<file path="config.mk">
export PLATFORM = sky130hd
export DESIGN_NAME = keyed_packet_queue
export DESIGN_NICKNAME = d
export VERILOG_FILES = /design/src/design/kpq_pkg.sv /design/src/design/keyed_packet_queue.sv
export SDC_FILE = /design/constraint.sdc
export NUM_CORES = 1
export LEC_CHECK = 0
export BUFFER_PORTS_ARGS = -buffer_cell sky130_fd_sc_hd__buf_2
export CAP_MARGIN = 20
export CORE_ASPECT_RATIO = 1.4
export CORE_MARGIN = 10
export CORE_UTILIZATION = 54
export CTS_BUF_LIST = sky130_fd_sc_hd__clkbuf_4 sky130_fd_sc_hd__clkbuf_8 sky130_fd_sc_hd__clkbuf_16
export CTS_CLUSTER_DIAMETER = 30
export DETAILED_ROUTE_END_ITERATION = 10
export PLACE_DENSITY = 0.81
export SETUP_SLACK_MARGIN = 0.4
export SYNTH_ARGS = -nofsm -noshare
export SYNTH_HDL_FRONTEND = slang
export SYNTH_SLANG_ARGS = --single-unit
</file>
<file path="constraint.sdc">
create_clock -name clk -period 10.6 [get_ports clk]
set_input_delay 0.53 -clock clk [delete_from_list [all_inputs] [get_ports clk]]
set_output_delay 0.53 -clock clk [all_outputs]
set_load 0.01 [all_outputs]
</file>
<file path="src/design/kpq_pkg.sv">
// Package of shared constants, codes and types for the keyed packet queue.
`timescale 1ns / 1ps

package kpq_pkg;

  // Queue geometry
  localparam int QUEUE_DEPTH = 16;
  localparam int PTR_W       = $clog2(QUEUE_DEPTH);
  localparam int CNT_W       = $clog2(QUEUE_DEPTH + 1);

  // Field widths
  localparam int ACT_W  = 3;
  localparam int ADDR_W = 32;
  localparam int HDL_W  = 16;
  localparam int POS_W  = 4;
  localparam int STAT_W = 2;
  localparam int OCC_W  = 5;
  localparam int DATA_W = ADDR_W + HDL_W;
  localparam int CMP_W  = (CNT_W > POS_W) ? CNT_W : POS_W;

  // Action codes
  localparam logic [ACT_W-1:0] ACT_ENQUEUE = 3'd0;
  localparam logic [ACT_W-1:0] ACT_DROP    = 3'd1;
  localparam logic [ACT_W-1:0] ACT_DEQUEUE = 3'd2;
  localparam logic [ACT_W-1:0] ACT_FIND    = 3'd3;
  localparam logic [ACT_W-1:0] ACT_COUNT   = 3'd4;

  // Status codes
  localparam logic [STAT_W-1:0] ST_OK      = 2'd0;
  localparam logic [STAT_W-1:0] ST_FULL    = 2'd1;
  localparam logic [STAT_W-1:0] ST_NOMATCH = 2'd2;
  localparam logic [STAT_W-1:0] ST_BADPOS  = 2'd3;

  // Sequencer states
  typedef enum logic [3:0] {
    S_IDLE  = 4'b0001,
    S_SCAN  = 4'b0010,
    S_SHIFT = 4'b0100,
    S_RESP  = 4'b1000
  } state_t;

endpackage

</file>
<file path="src/design/keyed_packet_queue.sv">
// Top level of the keyed packet queue: entry memory and its scan/shift sequencer.
`timescale 1ns / 1ps

// Ordered queue of {destination, handle} entries with search and removal by key.
// Input channel (in_*): one beat carries an action and its operands. Output
// channel (out_*): one beat per action with status, handle, count and the
// occupancy after the action.
// Entries live in a single memory with one write and one registered read port.
// Enqueue, a rejected drop, an unknown code and a search of an empty queue
// skip the scan and go straight to the response state. Find and count read
// one entry per cycle and compare each entry in the cycle after its read;
// find stops at the first hit. Drop moves one entry per cycle one place down
// to close the gap. Dequeue scans like find, then moves the entries above the
// hit down. One action is in flight at a time; the next beat can be taken in
// the cycle after the result register loads, even while that result still
// waits.
// Reset empties the queue (fill level to zero) and clears the output valid;
// the memory content is left as is and is never read before it is written.
// A stalled receiver holds the result in the output register; the sequencer
// then waits with the next result until that register is free.
module keyed_packet_queue (
  input  logic                          clk,
  input  logic                          rst_n,
  input  logic                          in_valid,
  output logic                          in_ready,
  input  logic [kpq_pkg::ACT_W-1:0]     in_action,
  input  logic [kpq_pkg::ADDR_W-1:0]    in_dest_addr,
  input  logic [kpq_pkg::HDL_W-1:0]     in_packet_handle,
  input  logic [kpq_pkg::POS_W-1:0]     in_drop_position,
  output logic                          out_valid,
  input  logic                          out_ready,
  output logic [kpq_pkg::STAT_W-1:0]    out_status,
  output logic [kpq_pkg::HDL_W-1:0]     out_found_handle,
  output logic [kpq_pkg::OCC_W-1:0]     out_match_count,
  output logic [kpq_pkg::OCC_W-1:0]     out_occupancy
);
  import kpq_pkg::*;

  // Entry memory
  logic [DATA_W-1:0] mem [QUEUE_DEPTH];
  logic              mem_re;
  logic [PTR_W-1:0]  rd_addr;
  logic [DATA_W-1:0] rd_data_r;
  logic              mem_we;
  logic [PTR_W-1:0]  wr_addr;
  logic [DATA_W-1:0] wr_data;

  // Sequencer state
  state_t            state_r, state_nxt;
  logic [CNT_W-1:0]  fill_r, fill_nxt;
  logic [CNT_W-1:0]  idx_r, idx_nxt;
  logic              pend_r, pend_nxt;
  logic [PTR_W-1:0]  pidx_r, pidx_nxt;
  logic [PTR_W-1:0]  wa_r, wa_nxt;
  logic [ACT_W-1:0]  act_r, act_nxt;
  logic [ADDR_W-1:0] dst_r, dst_nxt;
  logic [STAT_W-1:0] status_r, status_nxt;
  logic [HDL_W-1:0]  got_r, got_nxt;
  logic [CNT_W-1:0]  cnt_r, cnt_nxt;

  // Output register
  logic              out_valid_r, out_valid_nxt;
  logic [STAT_W-1:0] out_status_r, out_status_nxt;
  logic [HDL_W-1:0]  out_handle_r, out_handle_nxt;
  logic [OCC_W-1:0]  out_count_r, out_count_nxt;
  logic [OCC_W-1:0]  out_occ_r, out_occ_nxt;

  logic issue;
  logic hit;

  assign in_ready         = (state_r == S_IDLE);
  assign out_valid        = out_valid_r;
  assign out_status       = out_status_r;
  assign out_found_handle = out_handle_r;
  assign out_match_count  = out_count_r;
  assign out_occupancy    = out_occ_r;

  // Read the next entry while it lies below the fill level
  assign issue = (idx_r < fill_r);
  // Compare the entry that came back from the last read
  assign hit   = pend_r && (rd_data_r[DATA_W-1:HDL_W] == dst_r);

  // Sequencer
  always_comb begin
    state_nxt      = state_r;
    fill_nxt       = fill_r;
    idx_nxt        = idx_r;
    pend_nxt       = pend_r;
    pidx_nxt       = pidx_r;
    wa_nxt         = wa_r;
    act_nxt        = act_r;
    dst_nxt        = dst_r;
    status_nxt     = status_r;
    got_nxt        = got_r;
    cnt_nxt        = cnt_r;
    out_valid_nxt  = out_valid_r;
    out_status_nxt = out_status_r;
    out_handle_nxt = out_handle_r;
    out_count_nxt  = out_count_r;
    out_occ_nxt    = out_occ_r;
    mem_re         = 1'b0;
    rd_addr        = '0;
    mem_we         = 1'b0;
    wr_addr        = '0;
    wr_data        = '0;

    // Drop the result beat once taken
    if (out_valid_r && out_ready) begin
      out_valid_nxt = 1'b0;
    end

    unique case (state_r)
      S_IDLE: begin
        if (in_valid) begin
          act_nxt    = in_action;
          dst_nxt    = in_dest_addr;
          status_nxt = ST_OK;
          got_nxt    = '0;
          cnt_nxt    = '0;
          pend_nxt   = 1'b0;
          state_nxt  = S_RESP;
          unique case (in_action) inside
            ACT_ENQUEUE: begin
              if (fill_r == CNT_W'(QUEUE_DEPTH)) begin
                status_nxt = ST_FULL;
              end else begin
                mem_we   = 1'b1;
                wr_addr  = fill_r[PTR_W-1:0];
                wr_data  = {in_dest_addr, in_packet_handle};
                fill_nxt = fill_r + 1'b1;
              end
            end
            ACT_DROP: begin
              if (CMP_W'(in_drop_position) >= CMP_W'(fill_r)) begin
                status_nxt = ST_BADPOS;
              end else begin
                wa_nxt    = PTR_W'(in_drop_position);
                idx_nxt   = CNT_W'(in_drop_position) + 1'b1;
                state_nxt = S_SHIFT;
              end
            end
            ACT_DEQUEUE, ACT_FIND, ACT_COUNT: begin
              if (fill_r == '0) begin
                if (in_action != ACT_COUNT) begin
                  status_nxt = ST_NOMATCH;
                end
              end else begin
                idx_nxt   = '0;
                state_nxt = S_SCAN;
              end
            end
            default: begin
            end
          endcase
        end
      end

      S_SCAN: begin
        // Stream reads, compare each entry in the cycle after its read
        if (issue) begin
          mem_re  = 1'b1;
          rd_addr = idx_r[PTR_W-1:0];
          idx_nxt = idx_r + 1'b1;
        end
        pend_nxt = issue;
        pidx_nxt = idx_r[PTR_W-1:0];
        if (hit && act_r != ACT_COUNT) begin
          if (act_r == ACT_DEQUEUE) begin
            // The read now in flight is the entry just above the hit
            got_nxt   = rd_data_r[HDL_W-1:0];
            wa_nxt    = pidx_r;
            state_nxt = S_SHIFT;
          end else begin
            state_nxt = S_RESP;
          end
        end else begin
          if (hit) begin
            cnt_nxt = cnt_r + 1'b1;
          end
          if (!issue) begin
            if (act_r != ACT_COUNT) begin
              status_nxt = ST_NOMATCH;
            end
            state_nxt = S_RESP;
          end
        end
      end

      S_SHIFT: begin
        // Move the entry read last cycle one place down
        if (pend_r) begin
          mem_we  = 1'b1;
          wr_addr = wa_r;
          wr_data = rd_data_r;
          wa_nxt  = wa_r + 1'b1;
        end
        if (issue) begin
          mem_re   = 1'b1;
          rd_addr  = idx_r[PTR_W-1:0];
          idx_nxt  = idx_r + 1'b1;
          pend_nxt = 1'b1;
        end else begin
          pend_nxt  = 1'b0;
          fill_nxt  = fill_r - 1'b1;
          state_nxt = S_RESP;
        end
      end

      S_RESP: begin
        // Load the output register when it is free
        if (!out_valid_r || out_ready) begin
          out_valid_nxt  = 1'b1;
          out_status_nxt = status_r;
          out_handle_nxt = got_r;
          out_count_nxt  = OCC_W'(cnt_r);
          out_occ_nxt    = OCC_W'(fill_r);
          state_nxt      = S_IDLE;
        end
      end

      default: begin
        state_nxt = S_IDLE;
      end
    endcase
  end

  // Memory ports
  always_ff @(posedge clk) begin
    if (mem_we) begin
      mem[wr_addr] <= wr_data;
    end
  end

  always_ff @(posedge clk) begin
    if (mem_re) begin
      rd_data_r <= mem[rd_addr];
    end
  end

  // Control registers
  always_ff @(posedge clk) begin
    if (!rst_n) begin
      state_r     <= S_IDLE;
      fill_r      <= '0;
      pend_r      <= 1'b0;
      out_valid_r <= 1'b0;
    end else begin
      state_r     <= state_nxt;
      fill_r      <= fill_nxt;
      pend_r      <= pend_nxt;
      out_valid_r <= out_valid_nxt;
    end
  end

  // Payload registers
  always_ff @(posedge clk) begin
    idx_r        <= idx_nxt;
    pidx_r       <= pidx_nxt;
    wa_r         <= wa_nxt;
    act_r        <= act_nxt;
    dst_r        <= dst_nxt;
    status_r     <= status_nxt;
    got_r        <= got_nxt;
    cnt_r        <= cnt_nxt;
    out_status_r <= out_status_nxt;
    out_handle_r <= out_handle_nxt;
    out_count_r  <= out_count_nxt;
    out_occ_r    <= out_occ_nxt;
  end

endmodule

</file>
# Word-level counts from Yosys, hierarchy flattened
# Memories as Yosys holds them, arrays and structs flattened. A register that Yosys moved wholly into a read port is not among the register bits.
# Cells that the tools add are included.
[totals] register_bits=110 ram_bits=768 in_bits=59 output_inout_bits=30 word_cells=150 mem_count=1
[op_classes] n_addsub=6 order_cmp=2 n_eq_ne=31 muxes=71 n_reduce_logical=23
[memory_table] name="mem" depth=16 width=48 read_ports=1 rd_clocked_by_memory_dff=1 write_ports=1 line_no="keyed_packet_queue.sv:40" source="logic [DATA_W-1:0] mem [QUEUE_DEPTH];"
[ops] operator="$mux W48" n=4
[ops] operator="$pmux W48 S2" n=1
[ops] operator="$mux W4" n=19
[ops] operator="$mux W5" n=11
[ops] operator="$mux W16" n=3
[ops] operator="$pmux W5 S2" n=4
[ops] operator="$eq A32 B32 Y1" n=1
[ops] operator="$pmux W16 S2" n=1
[ops] operator="$ne A2 B2 Y1 const B" n=12
[ops] operator="$pmux W4 S2" n=2
[ops] operator="$pmux W4 S4" n=1
[ops] operator="$add A5 B1 Y5 const B" n=3
[ops] operator="$mux W2" n=7
[ops] operator="$mux W1" n=13
[ops] operator="$ne A3 B3 Y1 const B" n=4
[ops] operator="$pmux W4 S3" n=1
[ops] operator="$reduce_and A5 Y1" n=2
[ops] operator="$eq A3 B2 Y1 const B" n=3
[ops] operator="$reduce_and A2 Y1" n=4
[ops] operator="$reduce_and A4 Y1" n=2
[ops] operator="$reduce_and A7 Y1" n=1
[ops] operator="$ne A2 B1 Y1 const B" n=3
[ops] operator="$pmux W2 S3" n=1
[ops] operator="$reduce_and A6 Y1" n=1
[ops] operator="other kinds (25)" n=29

# Longest topological paths before layout
[logic_depth] word_depth=7 depth_mapped=11 ltp_nobuf=10

# Worst setup path before layout
# No wires, ideal clock.
[synth_path] path_kind="register to register" start="register state_r[3]" end="memory mem[12][0] in the netlist's numbering, enable pin" setup_ns=0.454 arrival_ns=3.796 slack_ns=6.350 path_stages_with_launch=10 cell_sequence="dfxtp_1 nor2_1 buf_2 nand2_1 inv_1 and2_0 buf_2 buf_2 a31oi_1 nor2_1"
[synth_via] elab_chain_len=4 elab_cells_between_ends=6
[synth_rtl] element="start, declared" line_no="keyed_packet_queue.sv:49" source="state_t state_r, state_nxt;"
[synth_rtl] element="start signal, assigned" line_no="keyed_packet_queue.sv:248" source="state_r <= state_nxt;"
[synth_rtl] element="$eq A4 B3 Y1 or $eq A4 B1 Y1 (tied branches)" line_no="keyed_packet_queue.sv:112" source="unique case (state_r)"
[synth_rtl] element="$pmux W1 S2" line_no="keyed_packet_queue.sv:112"
[synth_rtl] element="$mux W1" line_no="keyed_packet_queue.sv:229" source="if (mem_we) begin"
[synth_rtl] element="$mux W1 (implied by the code)" line_no="keyed_packet_queue.sv:230" source="mem[wr_addr] <= wr_data;"
[synth_rtl] element="end, declared" line_no="keyed_packet_queue.sv:40"
# Several ways; a longest one is shown, not always the timed one.

# Worst setup path in the final report
[layout_path] start="register state_r[3]" end="memory mem[7][33] in the netlist's numbering, enable pin"
# Same word-level chain as after synthesis.

==> impl_metrics.yaml <==
status:
  outcome: "finished clean"
critical_path:
  worstPathBufferInverterCount: 3
  path_class: "register to register"
  ff2ff_path_depth: 11
  endpoint: "mem[7][33]$_DFFE_PP_"
  reg2reg_to: "mem[7][33]$_DFFE_PP_"
  required_ns: 10.89
  cp.depth: 11
  start_kind: "register"
  r2r-start: "state_r[3]$_SDFFE_PN0P_"
  max_stage_delay_ns: 0.75
  critPathArrivalTime_ns: 5.74
  end_kind: "register"
  cp_max_fo: 48
  critPathTopFamily: "simple AND/OR/NAND/NOR gates"
  rrSetupSlack_ns: 5.15
  critPathLaunch: "state_r[3]$_SDFFE_PN0P_"
  crit_chain: "nor2_1 -> nand2_1 -> inv_1 -> and2_2 -> buf_4 -> a21oi_1 -> o22a_1 -> nor2_1 -> a31oi_1 -> nor2_4 -> buf_4"
  critPathSlowestCell: "nor2_1"
place:
  port_buffers: 88
  pre_cts_ws_ns: 5.431
  dp_hpwl_um: 44980
  place_congestion: 0.8045
sta:
  final_max_slew_viol_count: 0
  fmax_mhz: 183.4
  grt_setup_unrepaired: "false"
  fin_skew_ns: 0.03678
  fin_crit_sh: 0.5143
  setup_viol: 0
  finalWorstSetupSlack_ns: 5.149
  worstMarginPinSlew_ns: 1.141
  fin_tns_setup_ns: 0
  max_slew_margin: 0.2395
  hold_violations: 0
  finalCriticalPeriod_ns: 5.451
logic_synthesis:
  synth_cell_types: 67
  syn_inst: 2164
  synth_area_sq_um: 36890
  ys_ff_latch: 926
  synth_nets: 2239
  synth-edff-count: 915
  async_flop_share: 0
  ys_seq_area_frac: 0.7509
  ys.flop_type: "edfxtp_1"
  avgSynthCellArea_sq_um: 17.05
  synth_warnings: 0
clocking:
  clock_path_buffers: 3
  clock_sinks: 926
  postCtsSetupBuffers: 0
  cts_root_buffer: "clkbuf_16"
  cts_hold_buf: 0
  path_clk_slew_ns: 0.06
  cts_repair_resize_count: 0
  cts-buffers-inserted: 117
  clock_latency_ns: 0.69
  cts_tree: "done"
  ctsHtreeMaxLevel: 3
route:
  routed_wl_um: 95340
  ant_nets: 0
  num_vias: 21810
  wl_per_cell_um: 29.49
  first_iter_violations: 2965
  first_pass_iters: 8
  drc: 0
  vias_per_cell: 6.746
grt:
  grt_pass1_vias: 22540
  grt_usage: 0.2364
  antenna_found_initial: 3
  grt_pass1_wl_um: 138900
  grt_max_degree: 118
  grt_overflow_total: 0
floorplanning:
  ios: 89
  die_x_um: 240.9
  die_area_sq_um: 79310
  start_util: 0.5447
  rows: 113
  fp.dieH_um: 329.2
  core_area_sq_um: 67720
power:
  peakVddDrop_mv: 0.1278
  powerDensity_nw_per_um2: 198.8
  p_leak_nw: 14.36
hold_path:
  hp-class: "primary input to register"
layout:
  final_cell_mix: "edfxtp_1, nor2_1, clkbuf_16, a21oi_1, mux2i_1"
  drive_gt1_frac: 0.2187
  area_growth_pct: 15.17
  nets: 2345
  nFillCells: 4324
  layout_commonest_cell: "edfxtp_1"
run:
  maxCapViolCount: 0
## area by class of cell
| type | count | area (sq um) | share of cell area |
|---|---|---|---|
| Multi-Input combinational cell | 1082 | 8721 | 0.2053 |
| Tap cell | 862 | 1079 | 0.02539 |
| Antenna cell | 2 | 5.005 | 0.0001178 |
| Timing Repair Buffer | 128 | 775.7 | 0.01826 |
| Inverter | 15 | 58.81 | 0.001384 |
| Clock buffer | 133 | 3102 | 0.07301 |
| Clock inverter | 85 | 1045 | 0.02459 |
| Sequential cell | 926 | 27700 | 0.6520 |
## cell families after synthesis
family                   after synthesis  share of synthesized area
adder cells (fa/ha/maj)               16                   0.005631
AO/OA/AOI/OAI                        406                    0.08127
buffers and inverters                156                    0.01808
multiplexers                         242                    0.08514
flip-flops                           926                     0.7509
XOR/XNOR                              48                    0.01140
AND/OR/NAND/NOR                      370                    0.04762
## Yosys cell counts, drive strengths merged, types with 2 or more instances
library cell / instances / area [sq um]
o22ai: 5 / 31.28
o211ai: 48 / 360.4
o32ai: 50 / 445.4
nor3b: 3 / 27.52
nand2: 27 / 101.4
and3: 18 / 112.6
a21oi: 112 / 568.1
nor2: 180 / 675.7
xor2: 21 / 183.9
a31oi: 5 / 31.28
or3: 49 / 306.5
o21ai: 18 / 93.84
a211oi: 2 / 15.01
clkbuf: 73 / 274.0
xnor2: 27 / 236.5
nor2b: 8 / 50.05
edfxtp: 915 / 27480
o22a: 2 / 17.52
a21o: 4 / 30.03
nor4b: 2 / 32.53
a221oi: 47 / 411.6
mux2i: 100 / 1001
a21boi: 2 / 15.01
nand4: 5 / 31.28
o211a: 2 / 20.02
or2: 3 / 18.77
mux2: 94 / 1059
mux4: 48 / 1081
nor4: 5 / 31.28
buf: 68 / 336.6
o21a: 3 / 23.77
ha: 15 / 187.7
inv: 14 / 52.55
o311ai: 45 / 394.1
dfxtp: 11 / 220.2
nor3: 51 / 255.2
o32a: 4 / 40.04
nand3: 11 / 55.05
and2: 6 / 37.54
a22o: 48 / 420.4
## worst min path at each step
stage                                         end                 startpoint  slack, ns  depth (start not counted)
floorplan           out_found_handle[0]$_DFFE_PP_     got_r[0]$_SDFFCE_PN0P_       0.40                          0
global placement          out_status[1]$_DFFE_PP_  status_r[1]$_SDFFCE_PP1P_       0.40                          0
global route                   dst_r[1]$_DFFE_PP_            in_dest_addr[1]       0.04                          1
detailed placement        out_status[0]$_DFFE_PP_  status_r[0]$_SDFFCE_PP0P_       0.41                          0
CTS                            dst_r[6]$_DFFE_PP_            in_dest_addr[6]       0.02                          1
finish                         dst_r[6]$_DFFE_PP_            in_dest_addr[6]       0.05                          1
## metrics by stage
| step | instance area [sq um] | utilization | total power, mW | hold slack, ns | std cells |
|---|---|---|---|---|---|
| 3_5_place_dp | 38300 | 0.5655 | 4.399 | 0.4079 | 3010 |
| 2_1_floorplan | 36890 | - | 4.300 | 0.4003 | 2164 |
| 4_1_cts | 42440 | 0.6267 | 8.459 | 0.02364 | 3228 |
| 3_3_place_gp | 38300 | 0.5655 | 4.388 | 0.4034 | 3010 |
| 6_report | 42480 | 0.6273 | 8.446 | 0.04619 | 3233 |
| 5_1_grt | 42480 | 0.6272 | 8.632 | 0.03774 | 3231 |
## layer usage
layer / track usage / up-vias / share of wire
li1: - / 8983 / -
met1: 0.2803 / 10720 / 0.33
met2: 0.3894 / 1727 / 0.49
met3: 0.05779 / 377 / 0.13
met4: 0.1351 / 6 / 0.051
met5: 0 / - / 0.00042
## sequential cells by signal (all words and copies together), names as in the netlist
signal / cells
fill_r: 5
out_status: 2
rd_data_r: 48
idx_r: 5
mem: 768
cnt_r: 5
status_r: 2
dst_r: 32
out_match_count: 5
got_r: 16
wa_r: 4
out_found_handle: 16
act_r: 3
pend_r: 1
out_occupancy: 5
pidx_r: 4
state_r: 4
out_valid: 1
## where the power goes
group	total (mW)	leakage, nW	internal, mW	switching, mW
clock	4.11	2.00	2.54	1.57
combinational	0.294	3.64	0.104	0.190
sequential	4.04	8.72	4.02	0.0175
total	8.45	14.4	6.67	1.78
Power figures use the tool's default switching activity.
